==> config.mk <==
export PLATFORM = sky130hd
export DESIGN_NAME = snt_store
export DESIGN_NICKNAME = d
export VERILOG_FILES = /design/src/sv/snt_store.sv
export SDC_FILE = /design/constraint.sdc
export NUM_CORES = 2
export LEC_CHECK = 0
export BUFFER_PORTS_ARGS = -buffer_cell sky130_fd_sc_hd__buf_2
export CORE_ASPECT_RATIO = 1.1
export CORE_MARGIN = 5
export CORE_UTILIZATION = 46
export CTS_BUF_LIST = sky130_fd_sc_hd__clkbuf_16
export DETAILED_ROUTE_END_ITERATION = 8
export GPL_ROUTABILITY_DRIVEN = 0
export PLACE_DENSITY = 0.72
export REMOVE_ABC_BUFFERS = 1
export SYNTH_ARGS = -nofsm -noshare
export SYNTH_HDL_FRONTEND = slang
export SYNTH_MEMORY_MAX_BITS = 65536
export SYNTH_SLANG_ARGS = --single-unit
export TNS_END_PERCENT = 5
==> constraint.sdc <==
create_clock -name clk -period 15.99 [get_ports clk]
set_input_delay 0.7995 -clock clk [delete_from_list [all_inputs] [get_ports clk]]
set_output_delay 0.7995 -clock clk [all_outputs]
set_load 0.03 [all_outputs]
==> src/sv/snt_store.sv <==
`timescale 1ns / 1ps
module snt_store #(
  parameter int DEPTH = 64,
  parameter int WIDTH = 65
) (
  input  logic                     clk,
  input  logic                     we,
  input  logic [$clog2(DEPTH)-1:0] waddr,
  input  logic [WIDTH-1:0]         wdata,
  input  logic [$clog2(DEPTH)-1:0] raddr,
  output logic [WIDTH-1:0]         rdata
);

  logic [WIDTH-1:0] mem [DEPTH];
  logic [WIDTH-1:0] rdata_r;

  always_ff @(posedge clk) begin
    if (we) mem[waddr] <= wdata;
    rdata_r <= mem[raddr];
  end

  assign rdata = rdata_r;

endmodule

==> key figures <==
Clocking
  • Setup bufs post-CTS: 0
  • H-tree Lvls: 5
  • Clock Tree Root: clkbuf_16
  • TritonCTS Buffers: ~390
  • Clk buf depth: 4
  • Post-CTS Hold Buffers: 0
  • CTS tree: yes
  • Clock slew at reported path FFs: 0.06 ns
  • Clock insertion delay at the later pin of the skew report: 0.94 ns
  • Sink Count: between 4000 and 5000
  • Gates resized, CTS repair: 0

Setup path
  • RR Endpoint: rdata[11]$_DFF_P_
  • Critical Path Fanout Max: between 90 and 100
  • WS Path Type: in -> reg
  • Critical Path AT: 5.36 ns
  • Worst EP required: around 17 ns
  • Most used cell, CP: buf_4
  • Buf+Inv Stages, Crit Path: 4
  • R2r worst-path depth: 4
  • Stages on worst setup path: 8
  • RR Startpoint: mem[22][11]$_DFFE_PP_
  • Crit. End Element: flip-flop
  • Flop2flop setup slack: between 10 and 15 ns
  • CP cell instances: buf_12, buf_4, buf_4, buf_4, mux4_2, a22oi_1, nand3_1, o211a_1
  • Crit start category: input pin
  • CP max stage delay: 0.87 ns
  • CP delay by family, top: buffers and inverters
  • Slowest cell on the critical path: buf_4

Global route
  • Pin count of the biggest net entering global routing: 118
  • First-pass GRT wire length: 604000 microns
  • Initial antenna violation count: 43
  • Global Route Usage Sum: 24.1%
  • Number of global-route vias before repair: 77300
  • GRT Residual Overflow: 0

Placement
  • Post-detail-place hpwl: 225000 microns
  • # port buffers: 143
  • Setup WS pre-CTS: 10.42 ns

Finish
  • Area delta synth->final: 12.1%
  • Final core utilization: 51.7%
  • Share of layout cells above drive strength 1: 27.7%
  • Layout fillers: 25500
  • Total Nets Final: between 7000 and 8000

Floorplanning
  • CORE AREA: roughly 340000 sq um
  • Io pins: roughly 140
  • Die height: 625 microns
  • Initial Util: 46.1%
  • Die area: 356000 sq um
  • Die Width: 569 microns
  • # rows: 226

Synth
  • Compound-Gate Fraction of Synth Area: 2.72%
  • Post-synthesis sequential area ratio: 79.7%
  • Synthesized area: around 160000 sq um
  • Synth Area in Adders: 0%
  • Yosys cell types: 27
  • Synth async-reset ratio: 0%
  • Main combinational cell family by area after synthesis: multiplexers
  • Flops & latches, synth: 4225
  • Simple-gate share of the synthesized area: less than 1%
  • Synth Flop Type: edfxtp_1
  • Multiplexer share of the synthesized area: 15.4%
  • XOR/XNOR Fraction of Synth Area: 0%
  • Synth warn: 0
  • Mapped Cells: 6606
  • Syn_area_per_cell: 24.0 sq um
  • Post-synth EDFFs: 4160

STA
  • Fin crit period: approximately 4.6 ns
  • Worst-margin pin slew: approximately 1.3 ns
  • RSZ-0062 raised after global routing: false
  • Slew Limit Headroom: between 10% and 20%
  • Endpoints failing hold: 0
  • Setup TNS: 0 ns
  • Max-slew violation count: 0
  • Max Clock Freq: around 0.22 GHz
  • Tcrit/Tclk final: 28.6%
  • Clock skew: 0.0524 ns
  • Slack of the critical path: 11.42 ns
  • Setup violators final: 0

Pwr
  • Switching power: 4.72 mW
  • Sw Share: 21.1%
  • Max VDD drop: 88.9 uV
  • Clock share of power: 40.4%
  • PD cells: 126 nW/um^2
  • Internal power: around 18 mW
  • Leakage: about 55 nW
  • Flop pwr share: 54.9%
  • Tot Pwr: ~22 mW
  • Comb power frac: 4.6%

Routing
  • Via count: 77800
  • DR vias/cell: 6.55
  • Average wire per standard cell: 36.6 microns
  • Residual DRC count: 0
  • Final WL: 434000 microns
  • 1st-iter DRT viols: 12300
  • Post-route ant nets: 0
  • Router iterations before antenna repair: 7

Flow run
  • Maxcap violations: 0

Hold path
  • Hold path start: waddr[1]
  • Hold Crit Depth: 3
  • Hold WC Path Type: in -> reg
  • Hold endpoint: mem[50][5]$_DFFE_PP_

Run status
  • Status: completed
==> synth_stat cells (16+ instances only) <==
| cell | count | area share (%) |
|---|---|---|
| a22oi_1 | 260 | 1.2 |
| mux4_2 | 1040 | 15 |
| dfxtp_1 | 65 | 0.82 |
| buf_4 | 37 | 0.18 |
| nand3_1 | 115 | 0.36 |
| edfxtp_1 | 4160 | 79 |
| buf_1 | 18 | 0.043 |
| o22ai_1 | 130 | 0.51 |
| a211oi_1 | 65 | 0.31 |
| buf_2 | 186 | 0.59 |
| nand3b_1 | 25 | 0.12 |
| clkbuf_1 | 120 | 0.28 |
| o211a_1 | 65 | 0.41 |
| mux2i_1 | 103 | 0.65 |
| o221ai_1 | 46 | 0.25 |
| nor2_1 | 112 | 0.27 |
| buf_6 | 16 | 0.11 |
==> flip-flops by register name, indices dropped and copies added (netlist names) <==
signal / count
mem: 4160
rdata: 65
==> per-stage QoR <==
step / instances / hold WS (ns) / cell area, sq um
5_1_grt: 11900 / 0.540 / 177000
3_3_place_gp: 11100 / 0.818 / 165000
6_report: 11900 / 0.549 / 177000
3_5_place_dp: 11100 / 0.824 / 165000
2_1_floorplan: 6229 / 0.780 / 156000
4_1_cts: 11800 / 0.501 / 177000
==> power by group through the flow <==
stage | clock network (mW) | registers, mW | logic (mW)
4_1_cts | 9.15 | 12.3 | 1.04
3_3_place_gp | 0 | 12.5 | 1.01
3_5_place_dp | 0 | 12.6 | 1.04
2_1_floorplan | 0 | 12.6 | 0.442
5_1_grt | 9.63 | 12.3 | 1.09
6_report | 9.06 | 12.3 | 1.04
==> area by class of cell <==
type	instances	area [sq um]	share of cell area, %
clock buffer	391	9780	5.51
sequential	4225	126000	71.1
antenna	20	50.0	0.0282
multi-input combinational	2004	30800	17.3
tap	4560	5710	3.21
clock inverter	317	2530	1.43
timing repair buffer	352	2410	1.36
==> cells by family (layout without fill, tap and decap cells) <==
| family | after synthesis | in the layout |
|---|---|---|
| muxes | 1143 | 1143 |
| other | 0 | 20 |
| buffers and inverters | 377 | 1060 |
| and+or+nand+nor | 295 | 295 |
| AOI/OAI and AO/OA | 566 | 566 |
| DFF | 4225 | 4225 |
==> worst min-delay path, delay by kind of cell <==
| family | cells | cell delay [ns] |
|---|---|---|
| buf+inv | 1 | 0.17 |
| simple gates | 2 | 0.30 |
==> cells in the final DEF (no fill, tap or decap), drive strengths merged, types with 46 or more instances in the layout <==
cell type and instances:
o211a 65, clkinv 160, dfxtp 65, mux2i 103, o221ai 46, edfxtp 4160
a22oi 260, a211oi 65, inv 102, buf 352, o22ai 130, clkbuf 391
nor2 112, nand3 115, mux4 1040
==> layer usage <==
layer	part of all wire, %	global-route usage (%)	up-vias
met1	34	31.8	41400
met3	12	5.58	1127
met2	48	39.0	5795
met5	0.043	0	-
met4	4.9	9.77	28
li1	-	-	29400
==> worst max-delay path by stage <==
stage,from,end,slack [ns]
after floorplan,waddr[4],mem[48][0]$_DFFE_PP_,9.82
after global placement,raddr[0],rdata[20]$_DFF_P_,10.42
after detailed placement,raddr[0],rdata[5]$_DFF_P_,10.42
after CTS,raddr[0],rdata[5]$_DFF_P_,11.31
after global routing,raddr[0],rdata[39]$_DFF_P_,10.95
final,raddr[0],rdata[39]$_DFF_P_,11.42
Note: power is estimated with default switching activity, not from simulation.
