[config.mk]
export PLATFORM = sky130hd
export DESIGN_NAME = snt_layout
export DESIGN_NICKNAME = d
export VERILOG_FILES = /design/src/sv/snt_pkg.sv /design/src/sv/snt_layout.sv
export SDC_FILE = /design/constraint.sdc
export NUM_CORES = 1
export LEC_CHECK = 0
export ABC_AREA = 1
export BUFFER_PORTS_ARGS = -buffer_cell sky130_fd_sc_hd__buf_2
export CORE_MARGIN = 8
export CORE_UTILIZATION = 25
export DETAILED_ROUTE_END_ITERATION = 8
export PLACE_DENSITY = 0.41
export SYNTH_ARGS = -nofsm -noshare
export SYNTH_HDL_FRONTEND = slang
export SYNTH_SLANG_ARGS = --single-unit
[constraint.sdc]
create_clock -name clk -period 23.4 [get_ports clk]
set_input_delay 2.34 -clock clk [delete_from_list [all_inputs] [get_ports clk]]
set_output_delay 2.34 -clock clk [all_outputs]
set_load 0.02 [all_outputs]
[src/sv/snt_pkg.sv]
`timescale 1ns / 1ps
package snt_pkg;

  localparam int MAX_BLOCKS  = 6;
  localparam int SHW         = 11;
  localparam int MAX_RESULTS = 64;

  typedef enum logic [1:0] {
    CMD_INSERT    = 2'd0,
    CMD_REMOVE    = 2'd1,
    CMD_FIND_ONE  = 2'd2,
    CMD_FIND_ALL  = 2'd3
  } cmd_t;

  localparam logic [2:0] CFG_MAX_DIFF = 3'd6;

  typedef struct packed {
    logic [1:0]  command;
    logic [63:0] key;
  } in_t;

  typedef struct packed {
    logic        found;
    logic [63:0] match_key;
    logic        status;
    logic        last;
  } out_t;

  typedef logic [MAX_BLOCKS-1:0][63:0] masks_t;

  typedef struct packed {
    logic [MAX_BLOCKS-1:0][63:0]    run;
    logic [MAX_BLOCKS-1:0][SHW-1:0] shift;
    logic [8:0]                     sw;
  } layout_t;

  localparam masks_t MASK_RST = {
    64'd1023, 64'd1047552, 64'd2146435072, 64'd4395899027456,
    64'd9002801208229888, 64'd18437736874454810624
  };

  function automatic logic [6:0] popcnt(input logic [63:0] v);
    logic [6:0] c;
    c = '0;
    for (int i = 0; i < 64; i++) c = c + 7'(v[i]);
    return c;
  endfunction

  function automatic logic [63:0] lowbits(input logic [6:0] n);
    logic [63:0] r;
    if (n >= 7'd64) r = '1;
    else r = (64'd1 << n[5:0]) - 64'd1;
    return r;
  endfunction

  // signed shift: positive moves up, negative moves down
  function automatic logic [63:0] shsg(input logic [63:0] v, input logic [SHW-1:0] s);
    logic [SHW-1:0] ns;
    logic [63:0]    r;
    ns = -s;
    if (!s[SHW-1] && s != '0) begin
      r = (s >= SHW'(64)) ? 64'd0 : (v << s[5:0]);
    end else begin
      r = (ns >= SHW'(64)) ? 64'd0 : (v >> ns[5:0]);
    end
    return r;
  endfunction

  function automatic logic [63:0] permute(input logic [63:0] h, input layout_t l);
    logic [63:0] r;
    r = '0;
    for (int k = 0; k < MAX_BLOCKS; k++) r = r | shsg(h & l.run[k], l.shift[k]);
    return r;
  endfunction

  function automatic logic [63:0] unpermute(input logic [63:0] h, input layout_t l);
    logic [63:0] r;
    logic [63:0] rev;
    r = '0;
    for (int k = 0; k < MAX_BLOCKS; k++) begin
      rev = shsg(l.run[k], l.shift[k]);
      r   = r | shsg(h & rev, -l.shift[k]);
    end
    return r;
  endfunction

endpackage

[src/sv/snt_layout.sv]
`timescale 1ns / 1ps
module snt_layout import snt_pkg::*; #(
  parameter int BLOCKS   = 6,
  parameter int KEY_BITS = 64
) (
  input  logic       clk,
  input  logic       rst_n,
  input  logic       go,
  input  masks_t     masks,
  input  logic [2:0] max_diff,
  output layout_t    lay,
  output logic       done
);

  localparam logic [63:0] KMASK = (KEY_BITS >= 64) ? '1 : ((64'd1 << KEY_BITS) - 64'd1);

  logic          active_r, active_nxt;
  logic          done_r, done_nxt;
  logic [2:0]    k_r, k_nxt;
  logic [8:0]    total_r, total_nxt;
  layout_t       lay_r, lay_nxt;

  logic [63:0]   m, lsb, run;
  logic [6:0]    wid, tz;
  logic [8:0]    tot_new;

  always_comb begin
    m       = masks[k_r] & KMASK;
    lsb     = m & (~m + 64'd1);
    run     = m & ~(m + lsb);
    wid     = popcnt(run);
    tz      = popcnt(lsb - 64'd1);
    tot_new = total_r + 9'(wid);

    active_nxt = active_r;
    done_nxt   = 1'b0;
    k_nxt      = k_r;
    total_nxt  = total_r;
    lay_nxt    = lay_r;
    if (go) begin
      active_nxt = 1'b1;
      k_nxt      = '0;
      total_nxt  = '0;
      lay_nxt    = '0;
    end else if (active_r) begin
      if (m != 64'd0) begin
        lay_nxt.run[k_r]   = run;
        lay_nxt.shift[k_r] = SHW'(KEY_BITS) - SHW'(tot_new) - SHW'(tz);
        total_nxt          = tot_new;
        if ({1'b0, k_r} + {1'b0, max_diff} < 4'(BLOCKS)) begin
          lay_nxt.sw = lay_r.sw + 9'(wid);
        end
      end
      if (k_r == 3'(BLOCKS - 1)) begin
        active_nxt = 1'b0;
        done_nxt   = 1'b1;
      end else begin
        k_nxt = k_r + 3'd1;
      end
    end
  end

  always_ff @(posedge clk) begin
    if (!rst_n) begin
      active_r <= 1'b0;
      done_r   <= 1'b0;
      k_r      <= '0;
    end else begin
      active_r <= active_nxt;
      done_r   <= done_nxt;
      k_r      <= k_nxt;
    end
    total_r <= total_nxt;
    lay_r   <= lay_nxt;
  end

  assign lay  = lay_r;
  assign done = done_r;

endmodule

==> impl_metrics.py <==
metrics = {
    "global_routing": {
        "grt-ovfl-total": 0,
        "antenna_found_initial": 9,
        "grt_max_degree": 280,
        "grt_pass1_vias": 34100,
        "grt_pass1_wl_um": 245000,
        "grtUsageTotal_pct": 24.2,
    },
    "placed_design": {
        "dpl-instance-area_um2": 37200,
        "gp_congestion": 0.959,
        "dp_hpwl_um": 140000,
        "dp_slack_ns": 8.56,
        "numPortBuffers": 849,
    },
    "timing": {
        "setup_ws_ns": 9.05,
        "hold_slack_ns": 0.458,
        "hold_viol_final": 0,
        "rsz0062_at_grt": "no",
        "timing.final.max_slew_violations": 0,
        "clock_skew_ns": 0.0529,
        "finalSetupViolCount": 0,
        "slew_headroom_pct": 15.2,
        "fmax_mhz": 69.7,
        "tightest_slew_ns": 1.27,
        "fin_crit_sh_pct": 61.3,
        "fin_crit_ns": 14.35,
        "tns_ns": 0,
    },
    "min_path": {
        "hp-class": "reg -> reg",
    },
    "layout": {
        "drive_gt1_share_pct": 20.9,
        "areaGrowthSynthToFinish_pct": 23.8,
        "finalNetCount": 6068,
        "fillerInstances": 14200,
        "finish.instance_area_um2": 39000,
    },
    "power": {
        "peakVddDrop_uv": 739,
        "power_leakage_uw": 0.0205,
        "p_per_area_nw_per_um2": 179,
    },
    "synthesis": {
        "syn_inst": 4762,
        "synth.avg_cell_area_um2": 6.61,
        "netlist_area_um2": 31500,
        "synthArstFlopShare_pct": 0,
        "ys_ff_latch": 473,
        "synth_seq_area_share_pct": 30.1,
        "synth_edf_count": 0,
        "ys.flop_type": "dfxtp_1",
        "synth_top_family_by_area": "simple AND/OR/NAND/NOR gates",
        "post_synth_fa_ha_maj_area_fraction_pct": 9.61,
        "synth_cell_types": 59,
        "muxShareOfSynthArea_pct": 0.0358,
        "synthSimpleGateAreaFrac_pct": 29.3,
        "yosysWarnings": 0,
        "synth_nets": 5327,
        "synth_compound_area_share_pct": 18.0,
        "synth_xor_area_share_pct": 2.62,
    },
    "clock_tree": {
        "cts_root_buf": "clkbuf_16",
        "numCtsBuffers": 54,
        "htree_levels": 2,
        "clock_sinks": 473,
        "clk_latency_ns": 0.67,
        "cts_hold_buf": 0,
        "clockBufferDepth": 3,
        "cts_resized": 0,
        "cts_setup_buffers": 0,
        "cts_tree": "done",
        "clkTransAtPathRegs_ns": 0.07,
    },
    "flow_run": {
        "max_cap_viol_count": 0,
    },
    "critical_path": {
        "crit_fanout": 11,
        "cp_data_required_time_ns": 23.90,
        "timing.critical_path.arrival_ns": 14.85,
        "end_kind": "register",
        "slowest_delay_ns": 0.68,
        "worst-r2r-setup-slack_ns": 9.10,
        "crit_type": "in -> reg",
        "cp_slowest_cell": "fa_1",
        "cp-start-kind": "input pin",
    },
    "die": {
        "io_pins": 850,
        "die-height_um": 371,
        "die_area_um2": 137000,
        "die_w_um": 371,
        "num_rows": 130,
        "coreArea_um2": 125000,
        "initial_core_util_pct": 25.1,
    },
    "detailed_routing": {
        "firstDrtPassIters": 7,
        "drc_errors": 0,
        "m1WireLength_um": 71200,
        "viasPerCell": 4.76,
        "ant_nets": 0,
        "avgRoutedWirePerCell_um": 24.2,
        "vias": 34300,
        "top_layer": "met5",
        "wl_um": 174000,
        "drtIter0Drc": 2823,
        "wl_met3_um": 8860,
        "route.met2.wl_um": 87900,
    },
    "run_status": {
        "outcome": "completed",
    },
}
-- per-layer routing --
layer  track usage (%)  vias up
met5                 0        -
met4              7.40        2
met3              3.89      229
met2              43.9     1027
met1              29.0    16200
li1                  -    16800
-- per-stage QoR --
stage	total power (uW)	util, %	cells
floorplan	4660	-	4762
global placement	6200	29.7	7097
detailed placement	6200	29.7	7097
CTS	7090	31.1	7194
global route	7650	31.1	7199
finish	6990	31.1	7199
-- kinds of logic after synthesis --
logic type      after synthesis
simple gates               2176
compound gates             1058
buf+inv                     785
flops                       473
fa+ha+maj                   175
xor+xnor                     94
mux                           1
-- power breakdown --
part	switching [uW]	internal, uW
Clock	372	484
Sequential	17.3	838
Combinational	3660	1610
Total	4050	2940
-- placed cells by master (no fill, tap or decap), drive strengths merged, types with 7 or more instances in the layout --
| master | synthesis | final |
|---|---|---|
| o21a | 32 | 32 |
| buf | 102 | 893 |
| o21bai | 52 | 52 |
| nand4 | 82 | 82 |
| nand3 | 251 | 251 |
| ha | 64 | 64 |
| nor3 | 29 | 29 |
| nor4 | 7 | 7 |
| nor2 | 460 | 460 |
| clkbuf | 106 | 78 |
| fa | 111 | 111 |
| and2 | 9 | 9 |
| xnor2 | 33 | 33 |
| o21ai | 477 | 477 |
| a21oi | 465 | 465 |
| clkinv | 3 | 18 |
| nand2 | 1327 | 1327 |
| inv | 574 | 575 |
| dfxtp | 473 | 473 |
| xor2 | 61 | 61 |
-- flip-flops by register name, summed over array words and instances (netlist names) --
| register | cells |
|---|---|
| done | 1 |
| k_r | 3 |
| active_r | 1 |
| lay | 459 |
| total_r | 9 |
-- area by class of cell --
class | instances | area [um^2] | share of cell area (%)
tap | 1650 | 2060 | 5.30
clock inverter | 19 | 241 | 0.620
antenna | 5 | 12.5 | 0.0321
timing repair buffer | 893 | 4590 | 11.8
clock buffer | 78 | 1540 | 3.96
inverter | 577 | 2180 | 5.59
sequential | 473 | 9470 | 24.3
multi-input combinational | 3504 | 18800 | 48.4
-- critical path: cells and delay by family --
| kind | cells | cell delay (ns) |
|---|---|---|
| AO/OA/AOI/OAI | 8 | 2.12 |
| adder cells (fa/ha/maj) | 12 | 5.87 |
| XOR/XNOR | 3 | 0.98 |
| AND/OR/NAND/NOR | 17 | 2.58 |
| buffers and inverters | 9 | 0.95 |
-- cell usage after synthesis, drive strengths merged, types with 32 or more instances --
cell type	number	area share, %
nand3	251	4.2
xor2	61	1.7
ha	64	2.5
o21a	32	0.76
o21bai	52	1.2
fa	111	7.1
dfxtp	473	30
xnor2	33	0.92
clkbuf	106	1.3
buf	102	2.2
o21ai	477	7.6
inv	574	6.9
nand4	82	1.7
a21oi	465	7.5
nand2	1327	16
nor2	460	6.3
-- worst paths after layout --
kind,start,endpoint,depth (start not counted)
setup reg to reg,k_r[0],lay[18],47
hold reg to reg,lay[268],lay[268],2
hold / removal,lay[268],lay[268],2
setup / recovery,masks[0],lay[18],49
Note: power is estimated with default switching activity, not from simulation.
